--- src/sv/rme_pkg.sv ---
// Shared types, constants and the arctangent table for the Euler block.
// No dependencies.
`default_nettype none
package rme_pkg;

  localparam int unsigned SQRT_STEPS = 15;
  localparam int unsigned REG_GIMBAL_THRESHOLD = 0;
  localparam logic [14:0] THRESH_RESET = 15'd82;
  localparam logic signed [23:0] PI_Q20 = 24'sd3294199;
  localparam logic signed [23:0] PI_Q12_W = 24'sd12868;
  localparam logic signed [15:0] PI_Q12 = 16'sd12868;
  localparam logic signed [15:0] ONE_Q14 = 16'sd16384;
  localparam int unsigned LANE_ROLL = 0;
  localparam int unsigned LANE_PITCH = 1;
  localparam int unsigned LANE_YAW = 2;

  typedef struct packed {
    logic [31:0] tx;
    logic [31:0] ty;
    logic [31:0] tz;
    logic        e0_pos;
  } side_t;

  // square root cell payload
  typedef struct packed {
    logic [29:0]        n;
    logic [29:0]        res;
    logic signed [15:0] s;
    logic signed [15:0] e0;
    logic signed [15:0] e1;
    logic signed [15:0] e4;
    logic signed [15:0] e5;
    logic signed [15:0] e9;
    logic signed [15:0] e10;
    side_t              side;
  } sqrt_t;

  typedef struct packed {
    logic signed [33:0] x;
    logic signed [33:0] y;
    logic signed [23:0] z;
    logic               zero;
  } lane_t;

  // CORDIC cell payload: three lanes share the chain
  typedef struct packed {
    lane_t [2:0] lane;
    side_t       side;
    logic        lock;
  } cord_t;

  // atan(2^-i) in units of 2^-20 rad
  function automatic logic signed [23:0] atan_entry(input int unsigned i);
    logic signed [23:0] v;
    case (i)
      0: v = 24'sd823550;
      1: v = 24'sd486170;
      2: v = 24'sd256879;
      3: v = 24'sd130396;
      4: v = 24'sd65451;
      5: v = 24'sd32757;
      6: v = 24'sd16383;
      7: v = 24'sd8192;
      8: v = 24'sd4096;
      9: v = 24'sd2048;
      10: v = 24'sd1024;
      11: v = 24'sd512;
      12: v = 24'sd256;
      13: v = 24'sd128;
      14: v = 24'sd64;
      15: v = 24'sd32;
      16: v = 24'sd16;
      17: v = 24'sd8;
      18: v = 24'sd4;
      19: v = 24'sd2;
      20: v = 24'sd1;
      default: v = 24'sd0;
    endcase
    return v;
  endfunction

endpackage
`default_nettype wire

--- src/sv/rme_sqrt_cell.sv ---
// One digit of the integer square root (one result bit per cell).
// Depends on rme_pkg.
`default_nettype none
module rme_sqrt_cell #(
  parameter int unsigned K = 0
) (
  input  wire logic          clk_i,
  input  wire logic          rst_ni,
  input  wire logic          adv_i,
  input  wire logic          valid_i,
  input  wire rme_pkg::sqrt_t data_i,
  output logic               valid_o,
  output rme_pkg::sqrt_t     data_o
);
  localparam logic [29:0] BitVal = 30'(1) << (2 * K);

  rme_pkg::sqrt_t data_d, data_q;
  logic valid_q;
  logic [29:0] trial;

  // compare and subtract for this digit
  always_comb begin
    data_d = data_i;
    trial = data_i.res + BitVal;
    if (data_i.n >= trial) begin
      data_d.n = data_i.n - trial;
      data_d.res = (data_i.res >> 1) + BitVal;
    end else begin
      data_d.res = data_i.res >> 1;
    end
  end

  always_ff @(posedge clk_i or negedge rst_ni) begin
    if (!rst_ni) begin
      valid_q <= 1'b0;
    end else if (adv_i) begin
      valid_q <= valid_i;
    end
  end

  always_ff @(posedge clk_i) begin
    if (adv_i) begin
      data_q <= data_d;
    end
  end

  assign valid_o = valid_q;
  assign data_o = data_q;
endmodule
`default_nettype wire

--- config.mk ---
export PLATFORM = sky130hd
export DESIGN_NAME = rme_sqrt_cell
export DESIGN_NICKNAME = d
export VERILOG_FILES = /design/src/sv/rme_pkg.sv /design/src/sv/rme_sqrt_cell.sv
export SDC_FILE = /design/constraint.sdc
export NUM_CORES = 1
export LEC_CHECK = 0
export ABC_AREA = 0
export BUFFER_PORTS_ARGS = -buffer_cell sky130_fd_sc_hd__buf_2
export CAP_MARGIN = 30
export CORE_AREA = 2 2 210 212
export CTS_CLUSTER_DIAMETER = 100
export CTS_CLUSTER_SIZE = 25
export DETAILED_ROUTE_END_ITERATION = 16
export DIE_AREA = 0 0 212 214
export PLACE_DENSITY = 0.48
export SLEW_MARGIN = 10
export SYNTH_ARGS = -nofsm -noshare
export SYNTH_HDL_FRONTEND = slang
export SYNTH_SLANG_ARGS = --single-unit
--- constraint.sdc ---
create_clock -name clk_i -period 1.1 [get_ports clk_i]
set_input_delay 0 -clock clk_i [delete_from_list [all_inputs] [get_ports clk_i]]
set_output_delay 0 -clock clk_i [all_outputs]
set_load 0.005 [all_outputs]
Word level (Yosys, flattened, before mapping)
Cells that the tools add are included.
Operators by class
  $add $sub $neg: 3
  magnitude comparators: 1
  multiplexer cells: 2
Operators by type and width (count)
  $add 29x1->30 const B: 1
  $add 30x1->30 const B: 1
  $ge 30x30->1: 1
  $mux 30: 1
  $sub 30x30->30: 1
  $mux 29: 1
Word-level totals
  bits in registers: 270
  bits of input ports: 273
  output and inout port bits: 270
  word-level logic and storage cells: 21

Longest topological paths before layout
  word-level depth: 3
  gate-level depth with buffers: 20
  depth with buffers taken out: 17

Worst setup path after synthesis
Ideal clock, no wire load.
  kind: input-to-reg
  start: input port data_i[210] (netlist name)
  end: register data_q, in the netlist data_o[242], data pin
  setup time: 0.260 ns
  arrival: 3.340 ns
  data required time: 0.840 ns
  slack: -2.500 ns
  cell stages on the path: 20
  path buffers: 4
  cells stage by stage: ha_1 -> and3_1 -> and3_1 -> clkbuf_1 -> nand2_1 -> nor2_1 -> nand3_1 -> xor2_1 -> ha_1 -> clkbuf_1 -> nand4_1 -> nor4_1 -> a31oi_1 -> a21boi_2 -> o211ai_2 -> a211oi_2 -> buf_4 -> nor2_4 -> buf_6 -> mux2_4
RTL lines
  start: declaration: RTL line rme_sqrt_cell.sv:11  | input wire rme_pkg::sqrt_t data_i,
  end signal: assignment: RTL line rme_sqrt_cell.sv:43  | data_q <= data_d;
  end: declaration: RTL line rme_sqrt_cell.sv:17  | rme_pkg::sqrt_t data_d, data_q;

==> metrics.txt <==
Yosys warning count 0; Slowest cell on crit path a211oi_4; top post-synthesis cells by count edfxtp_1 (269), xnor2_1 (55), nand2_1 (37); CP startpoint kind primary input; CP endpoint kind flop; total power 25.4 mW; DR DRC count 0; critical path type primary input to flop; Hold Vio Cnt, Final 0; setup TNS -111.50 ns; Tmin final 3.06 ns; register area 8100 µm²; row cnt 76; final worst slack -1.96 ns; f_max 327 MHz; Die X 212 µm; share of layout cells above drive strength 1 51.0%; Die H 214 µm; required time of the critical path 1.44 ns; Overall Global Routing Usage 21.1%; Final Skew 0 ns; Seq/Total Area, Yosys 71.5%; gp weighted congestion 0.897; worst-path cell chain buf_8 > ha_4 > and3_4 > and3_4 > and4_4 > nand3_4 > xor2_4 > ha_4 > nand4_1 > buf_4 > nor3_4 > o21ai_2 > a21boi_4 > o211ai_2 > a211oi_4 > buf_6 > clkbuf_16 > o211ai_1 > xnor2_1; HP Class primary input to flop; Critical Path Max Stage Delay 0.31 ns; top cell type by total area after synthesis edfxtp_1; Worst-path clk slew 0.10 ns; fill count 3,912; max_cap viols 0; CTS tree built; RSZ-0062 raised after global routing true; Final Max Tran Viols 0; failing checks negative setup slack; Worst Path Buf+Inv 4; area grow syn2layout 81.7%; leakage power 8.84 nW; starting density of the core 26.4%; post-synth top area share 71.3%; GRT overflow 0; Seq cells post-synth 270; worst slew pin tran 0.440 ns; Post-Syn Area 11,300 µm²; Cells after DPL 2,033; initial antenna violation count 10; dpl hpwl 37,700 µm; CP max FO 14; Die Footprint 45,400 µm²; status complete, but fails checks; first-pass GRT wire length 70,400 µm; Synth Instances 717; Clock Latency Late Sink 0.51 ns; post-route insts no fill 2,364; footprint of the multi-input gates 3560 µm²; pwr/cell area 1230 nW/µm²; ys async rst share 0.370%; Nets 2,073; Clock Tree Buf Depth 3; top_reg_cell synth edfxtp_1; EDFF count, synth 269; CTS buffer count 17; detailed-route via count 10,300; antenna-violating nets left 0; Arr. time, crit path 3.39 ns; syn nets 1,023; mean cell area of the mapped netlist 15.8 µm²; WL/cell 21.4 µm; R2R setup slack 0.36 ns; CTS Sinks 270; setup violators final 66; vias per inst 4.38; pin count of the biggest net entering global routing 69; vias in the first global route 10,900; top-count cell post-synth edfxtp_1; Slew HR 70.4%; period utilization 278%; cell family with most CP delay simple AND/OR/NAND/NOR gates; root buffer cell clkbuf_16; Core ar. 42,900 µm²; I/O pins 543; final wirelength 50,600 µm; DR pass1 iterations 4; IO buf count 542; Max VDD drop 870 µV; H-tree depth 1; Synth area leaders edfxtp_1 (71%), xnor2_1 (4.3%), ha_1 (3.5%), mux2_4 (2.3%), xor2_1 (1.9%); 1st-iter DRT viols 660; Yosys cell types 54
-- sequential cells by signal, summed over array words and instances (netlist names) --
name / flops
valid_o: 1
data_o: 269
-- what timing repair did --
item,CTS,global route
setup endpoints to repair,86,119
endpoints found under the hold margin,344,3
pin swaps,20,36
resized for setup,40,89
gates cloned,2,5
hold buffers,269,2
buffers inserted,13,11
-- final cells by class --
type / instances / area share [%]
Sequential cell: 270 / 39.4
Timing Repair Buffer: 1051 / 36.9
Multi-Input combinational cell: 413 / 17.3
Tap cell: 585 / 3.55
Clock buffer: 21 / 2.14
Clock inverter: 7 / 0.450
Inverter: 14 / 0.267
Antenna cell: 3 / 0.0365
-- final timing paths --
| kind | startpoint | end | cells after the start |
|---|---|---|---|
| max | data_i[211] | data_o[228]$_DFFE_PP_ | 19 |
| min | data_i[240] | data_o[240]$_DFFE_PP_ | 4 |
| max reg2reg | valid_o$_DFFE_PN0P_ | valid_o$_DFFE_PN0P_ | 1 |
| min reg2reg | valid_o$_DFFE_PN0P_ | valid_o$_DFFE_PN0P_ | 1 |
| max in group asynchronous | rst_ni | valid_o$_DFFE_PN0P_ | 3 |
| min in group asynchronous | rst_ni | valid_o$_DFFE_PN0P_ | 3 |
-- stage by stage --
| step | setup WS (ns) | cell area [µm²] | hold slack, ns | util (%) |
|---|---|---|---|---|
| floorplan | -2.31 | 11400 | -0.296 | - |
| global placement | -2.90 | 16400 | -0.224 | 38.3 |
| detailed placement | -2.87 | 16500 | -0.223 | 38.4 |
| CTS | -1.97 | 20000 | -0.133 | 46.7 |
| global route | -2.05 | 20600 | 0.0689 | 48.0 |
| finish | -1.96 | 20600 | 0.0761 | 48.0 |
-- cell families (layout without fill, tap and decap cells) --
family,after synthesis,count (layout),share of synthesized area [%]
compound gates,133,133,8.01
xor+xnor,80,80,6.18
fa+ha+maj,33,33,3.71
buf+inv,34,1093,1.33
flops,270,270,71.5
mux,21,21,2.64
other cells,0,3,0
simple gates,146,146,6.63
-- power by group --
part	switching, mW	internal [mW]	total, mW
Sequential	0.267	12.3	12.6
Clock	3.76	3.05	6.81
Combinational	2.73	3.24	5.97
-- metal layers --
layer | wire length [µm] | vias to the layer above | share of wire (%) | track usage, %
met1 | 19700 | 4982 | 39 | 24.9
met4 | 2510 | 12 | 5.0 | 8.45
met3 | 2930 | 105 | 5.8 | 3.91
met2 | 25300 | 382 | 50 | 37.5
li1 | - | 4868 | - | -
met5 | 82 | - | 0.16 | 0
-- tightest hold or removal path: cells and delay by family --
| family | cells | cell delay [ns] |
|---|---|---|
| adder cells (fa/ha/maj) | 1 | 0.15 |
| buffers and inverters | 2 | 0.18 |
| AO/OA/AOI/OAI | 1 | 0.09 |
-- cells in the final DEF, fill, tap and decap left out, types with 5 or more instances in the layout --
master	instances
buf_4	212
inv_1	13
buf_2	531
nand2_2	6
edfxtp_1	269
buf_6	15
xor2_1	21
nand3_1	16
and3_4	6
dlygate4sd3_1	270
buf_12	12
ha_1	28
nand2_1	30
o21ai_0	16
and4_1	5
o211ai_1	14
a21oi_1	29
o21ai_2	7
a21o_1	12
mux2_4	17
nand3_2	7
o21a_1	5
nand2b_1	6
nor2_2	5
nand4_1	10
and2_1	8
clkbuf_16	23
and3_1	8
xnor2_1	51
nor2_1	17
o21ai_1	9
Note: power is estimated with default switching activity, not from simulation.
