File: src/sv/rme_pkg.sv
// Shared types, constants and the arctangent table for the Euler block.
// No dependencies.
`default_nettype none
package rme_pkg;

  localparam int unsigned SQRT_STEPS = 15;
  localparam int unsigned REG_GIMBAL_THRESHOLD = 0;
  localparam logic [14:0] THRESH_RESET = 15'd82;
  localparam logic signed [23:0] PI_Q20 = 24'sd3294199;
  localparam logic signed [23:0] PI_Q12_W = 24'sd12868;
  localparam logic signed [15:0] PI_Q12 = 16'sd12868;
  localparam logic signed [15:0] ONE_Q14 = 16'sd16384;
  localparam int unsigned LANE_ROLL = 0;
  localparam int unsigned LANE_PITCH = 1;
  localparam int unsigned LANE_YAW = 2;

  typedef struct packed {
    logic [31:0] tx;
    logic [31:0] ty;
    logic [31:0] tz;
    logic        e0_pos;
  } side_t;

  // square root cell payload
  typedef struct packed {
    logic [29:0]        n;
    logic [29:0]        res;
    logic signed [15:0] s;
    logic signed [15:0] e0;
    logic signed [15:0] e1;
    logic signed [15:0] e4;
    logic signed [15:0] e5;
    logic signed [15:0] e9;
    logic signed [15:0] e10;
    side_t              side;
  } sqrt_t;

  typedef struct packed {
    logic signed [33:0] x;
    logic signed [33:0] y;
    logic signed [23:0] z;
    logic               zero;
  } lane_t;

  // CORDIC cell payload: three lanes share the chain
  typedef struct packed {
    lane_t [2:0] lane;
    side_t       side;
    logic        lock;
  } cord_t;

  // atan(2^-i) in units of 2^-20 rad
  function automatic logic signed [23:0] atan_entry(input int unsigned i);
    logic signed [23:0] v;
    case (i)
      0: v = 24'sd823550;
      1: v = 24'sd486170;
      2: v = 24'sd256879;
      3: v = 24'sd130396;
      4: v = 24'sd65451;
      5: v = 24'sd32757;
      6: v = 24'sd16383;
      7: v = 24'sd8192;
      8: v = 24'sd4096;
      9: v = 24'sd2048;
      10: v = 24'sd1024;
      11: v = 24'sd512;
      12: v = 24'sd256;
      13: v = 24'sd128;
      14: v = 24'sd64;
      15: v = 24'sd32;
      16: v = 24'sd16;
      17: v = 24'sd8;
      18: v = 24'sd4;
      19: v = 24'sd2;
      20: v = 24'sd1;
      default: v = 24'sd0;
    endcase
    return v;
  endfunction

endpackage
`default_nettype wire

File: src/sv/rme_cordic_cell.sv
// One vectoring CORDIC micro-rotation applied to all three angle lanes.
// Depends on rme_pkg.
`default_nettype none
module rme_cordic_cell #(
  parameter int unsigned STEP = 0
) (
  input  wire logic          clk_i,
  input  wire logic          rst_ni,
  input  wire logic          adv_i,
  input  wire logic          valid_i,
  input  wire rme_pkg::cord_t data_i,
  output logic               valid_o,
  output rme_pkg::cord_t     data_o
);
  localparam logic signed [23:0] Angle = rme_pkg::atan_entry(STEP);

  rme_pkg::cord_t data_d, data_q;
  logic valid_q;

  // drive y towards zero on every lane
  always_comb begin
    data_d = data_i;
    for (int l = 0; l < 3; l++) begin
      if (!data_i.lane[l].y[33]) begin
        data_d.lane[l].x = data_i.lane[l].x + (data_i.lane[l].y >>> STEP);
        data_d.lane[l].y = data_i.lane[l].y - (data_i.lane[l].x >>> STEP);
        data_d.lane[l].z = data_i.lane[l].z + Angle;
      end else begin
        data_d.lane[l].x = data_i.lane[l].x - (data_i.lane[l].y >>> STEP);
        data_d.lane[l].y = data_i.lane[l].y + (data_i.lane[l].x >>> STEP);
        data_d.lane[l].z = data_i.lane[l].z - Angle;
      end
    end
  end

  always_ff @(posedge clk_i or negedge rst_ni) begin
    if (!rst_ni) begin
      valid_q <= 1'b0;
    end else if (adv_i) begin
      valid_q <= valid_i;
    end
  end

  always_ff @(posedge clk_i) begin
    if (adv_i) begin
      data_q <= data_d;
    end
  end

  assign valid_o = valid_q;
  assign data_o = data_q;
endmodule
`default_nettype wire

File: config.mk
export PLATFORM = sky130hd
export DESIGN_NAME = rme_cordic_cell
export DESIGN_NICKNAME = d
export VERILOG_FILES = /design/src/sv/rme_pkg.sv /design/src/sv/rme_cordic_cell.sv
export SDC_FILE = /design/constraint.sdc
export NUM_CORES = 1
export LEC_CHECK = 0
export ABC_AREA = 0
export BUFFER_PORTS_ARGS = -buffer_cell sky130_fd_sc_hd__buf_2
export CAP_MARGIN = 20
export CORE_ASPECT_RATIO = 0.7
export CORE_UTILIZATION = 35
export CTS_BUF_LIST = sky130_fd_sc_hd__clkbuf_16
export DETAILED_ROUTE_END_ITERATION = 8
export GPL_ROUTABILITY_DRIVEN = 0
export HOLD_SLACK_MARGIN = 0.05
export MAX_ROUTING_LAYER = met4
export PLACE_DENSITY = 0.54
export SLEW_MARGIN = 25
export SYNTH_ARGS = -nofsm -noshare
export SYNTH_HDL_FRONTEND = slang
export SYNTH_SLANG_ARGS = --single-unit
File: constraint.sdc
create_clock -name clk_i -period 0.85 [get_ports clk_i]
set_input_delay 0.2125 -clock clk_i [delete_from_list [all_inputs] [get_ports clk_i]]
set_output_delay 0.2125 -clock clk_i [all_outputs]
set_load 0.02 [all_outputs]
Word level (Yosys, flattened, before mapping). Index checks and enable logic that the tools add are counted.

Output and inout bits: 378. Register bits after elaboration: 378. Logic and storage cells: 36. Bits of input ports: 381.

Mux-type cells: 3. $add $sub $neg: 15.

Operators by type and width (count): two-way mux 92 bit (3); subtractor 34 bit (6); adder 34 bit (3); adder 24 x 21 -> 24 bit (second input constant) (3); subtractor 24 x 21 -> 24 bit (second input constant) (3).

Depth between registers and ports, before layout.
Word-level depth: 2. Mapped depth: 15. Gate-level depth less buffers: 13.

Worst setup path before layout. No wires, ideal clock.

Path kind: input-to-reg. Start: in data_i[156] (netlist name). End: reg data_q, in the netlist data_o[120] (data pin). Arrival: 3.492 ns. Path slack: -2.900 ns. Stages: 14. Data required time: 0.592 ns. Cell sequence: inv_1 -> clkbuf_1 -> clkbuf_1 -> ha_1 -> a211o_1 -> o211ai_1 -> a21oi_1 -> o311ai_0 -> a2111oi_0 -> o41ai_1 -> a21boi_0 -> o21ai_0 -> nor2b_1 -> xnor2_1.

RTL lines: start, declared (line rme_cordic_cell.sv:11) `input wire rme_pkg::cord_t data_i,`; end signal, assigned (line rme_cordic_cell.sv:46) `data_q <= data_d;`; end, declared (line rme_cordic_cell.sv:17) `rme_pkg::cord_t data_d, data_q;`.

==> impl_metrics.tcl <==
set metrics [dict create \
    status "complete, but fails checks" \
    violations "negative setup slack" \
    syn_area_um2 30500 \
    synth_top_area_share 0.369 \
    grt_overflow 0 \
    core_area_um2 86100 \
    cts_buffers 43 \
    ir_drop_uv 2170 \
    worst_setup_path_end_kind "register" \
    die_area_um2 88200 \
    drive_gt1_frac 0.513 \
    path_cells "clkbuf_4 -> inv_6 -> ha_4 -> buf_4 -> nor2_4 -> o21ai_4 -> a2111oi_4 -> o21ai_2 -> o31a_1 -> o311a_1 -> or3_1 -> o41ai_2 -> o211ai_1 -> xnor2_1" \
    cts_tree "built" \
    htree_levels 2 \
    grt_max_degree 78 \
    clk_path_buf_depth 3 \
    antenna_found_initial 37 \
    period_share 3.20 \
    hold_class "in -> reg" \
    crit_path_start_kind "input pin" \
    max_slew.worst_pin.slew_ns 0.786 \
    synthToLayoutAreaGrowth_pct 74.4 \
    groute.usage.overall 0.300 \
    initial_core_util 0.354 \
    ys_seq_elements 375 \
    required_ns 1.21 \
    finalInstanceArea_um2 53100 \
    synthFlopType "edfxtp_1" \
    die_w_um 355 \
    crit_slowest_cell "a2111oi_4" \
    path_class "in -> reg" \
    synthArstFlopShare 0.00267 \
    report.final.slew_viol_count 0 \
    routed_via_density 5.12 \
    clock-sinks 375 \
    power_density_nw_per_um2 1510 \
    cts.reportedPaths.clkPinSlew_ns 0.08 \
    pin_count 759 \
    final_nets 6071 \
    die_y_um 249 \
    critPathTopFamily "compound AO/OA/AOI/OAI gates" \
    placed_cell_area_um2 45800 \
    yosys_warnings 0 \
    first_global_vias 32500 \
    reg2reg_slack_ns 0.08 \
    fin_crit_ns 2.72 \
    skew_ns 0 \
    drc 0 \
    synth_nets 4019 \
    cts-root-buf "clkbuf_16" \
    setup_ws_ns -1.87 \
    finalSetupViolations 638 \
    grt_first_pass_wirelength_mm 199 \
    drt_iter0_drc 2605 \
    cts_hold_buf 119 \
    vias 33500 \
    io_buffers 758 \
    maxCapViolations 0 \
    fmax_ghz 0.368 \
    synth.area.top_cells "edfxtp_1 37%, ha_1 15%, a21oi_1 6.0%" \
    clock_latency_ns 0.59 \
    detail-route-antenna-nets 0 \
    grt_setup_unrepaired "true" \
    seq_area_frac_synth 0.369 \
    hpwl_mm 106 \
    post_drt_wl_per_cell_um 20.6 \
    slowest_delay_ns 0.43 \
    slew_headroom 0.476 \
    synth_edf_count 374 \
    crit_buf_inv 3 \
    final_common_cell "buf_4" \
    arrival_ns 3.08 \
    yosysUniqueCellTypes 79 \
    yosysTopAreaCell "edfxtp_1" \
    cp_max_fo 3 \
    synth_area_per_cell_um2 9.34 \
    netlist_instances 3263 \
    wirelength_mm 134 \
    finalHoldViolations 0 \
    p_leak_uw 0.0241 \
    layout_common_cells "1126 x buf_4, 704 x buf_2, 374 x edfxtp_1" \
    drt-pass1-iter-count 6 \
    p_total_uw 80400 \
    num_rows 90 \
]
flip-flops by register name, indices dropped and copies added (netlist names):
signal	count
valid_o	1
data_o	374
synthesized netlist by cell type (16+ instances only):
| master | number |
|---|---|
| nand2b_1 | 39 |
| inv_1 | 320 |
| o31ai_1 | 33 |
| edfxtp_1 | 374 |
| a21oi_1 | 363 |
| o21a_1 | 38 |
| o22ai_1 | 16 |
| ha_1 | 363 |
| o21ai_0 | 197 |
| o21bai_1 | 68 |
| xor2_1 | 47 |
| buf_1 | 23 |
| nor2_1 | 263 |
| nor2b_1 | 51 |
| nor3_1 | 57 |
| nand4_1 | 23 |
| and3_1 | 18 |
| xnor2_1 | 206 |
| a211oi_1 | 22 |
| o211ai_1 | 27 |
| a21o_1 | 85 |
| mux2i_1 | 42 |
| clkbuf_1 | 92 |
| nand2_1 | 137 |
| nor4_1 | 17 |
| a31oi_1 | 38 |
| nand3_1 | 42 |
timing repair:
action | 4_1_cts | 5_1_grt
gates cloned | 3 | 0
pin swaps | 331 | 203
buffers inserted | 115 | 58
endpoints found under the hold margin | 125 | 3
setup endpoints to repair | 636 | 638
resized for setup | 599 | 173
routing by layer:
| layer | share of wire | GRT usage |
|---|---|---|
| met2 | 0.44 | 0.448 |
| met5 | 0 | - |
| met3 | 0.083 | 0.0619 |
| met4 | 0.027 | 0.0796 |
| met1 | 0.45 | 0.411 |
final timing paths:
check | from | depth (start not counted) | endpoint
worst max register to register | valid_o | 1 | valid_o
min in group asynchronous | rst_ni | 3 | valid_o
worst max-delay path | data_i[126] | 14 | data_o[184]
worst min-delay path | data_i[193] | 2 | data_o[194]
max in group asynchronous | rst_ni | 3 | valid_o
worst min register to register | valid_o | 1 | valid_o
where the power goes:
| group | internal, uW | leakage, uW | switching (uW) | total (uW) |
|---|---|---|---|---|
| clock | 9920 | 0.000666 | 8470 | 18400 |
| sequential | 23900 | 0.00367 | 1050 | 24900 |
| combinational | 17000 | 0.0198 | 20000 | 37000 |
kinds of logic (layout without fill, tap and decap cells):
group	after synthesis	in the layout	synth area share
compound gates	1041	1041	0.216
simple gates	721	721	0.113
buf+inv	454	2537	0.0569
fa+ha+maj	375	375	0.157
flops	375	375	0.369
xor+xnor	253	253	0.0727
mux	44	44	0.0145
other cells	0	35	0
per-stage QoR:
step | std cells | setup TNS, ns | setup WS, ns | utilization | hold WS, ns
floorplan | 3263 | -332.77 | -2.20 | - | -0.0831
global placement | 6156 | -533.12 | -2.60 | 0.532 | -0.0130
detailed placement | 6156 | -533.19 | -2.66 | 0.532 | -0.00709
CTS | 6449 | -474.50 | -1.85 | 0.602 | -0.0360
global route | 6528 | -507.52 | -1.93 | 0.617 | -0.00695
finish | 6531 | -478.94 | -1.87 | 0.617 | 0.0274
cell type report:
type / instances / area (um^2)
clock inverter: 33 / 263
fill: 7293 / 33000
inverter: 327 / 1470
clock buffer: 43 / 1080
multi-input combinational: 2434 / 21900
timing repair buffer: 2133 / 15600
tap: 1150 / 1440
antenna: 35 / 87.6
timing repair inverter: 1 / 8.76
sequential: 375 / 11300
Note: power is estimated with default switching activity, not from simulation.
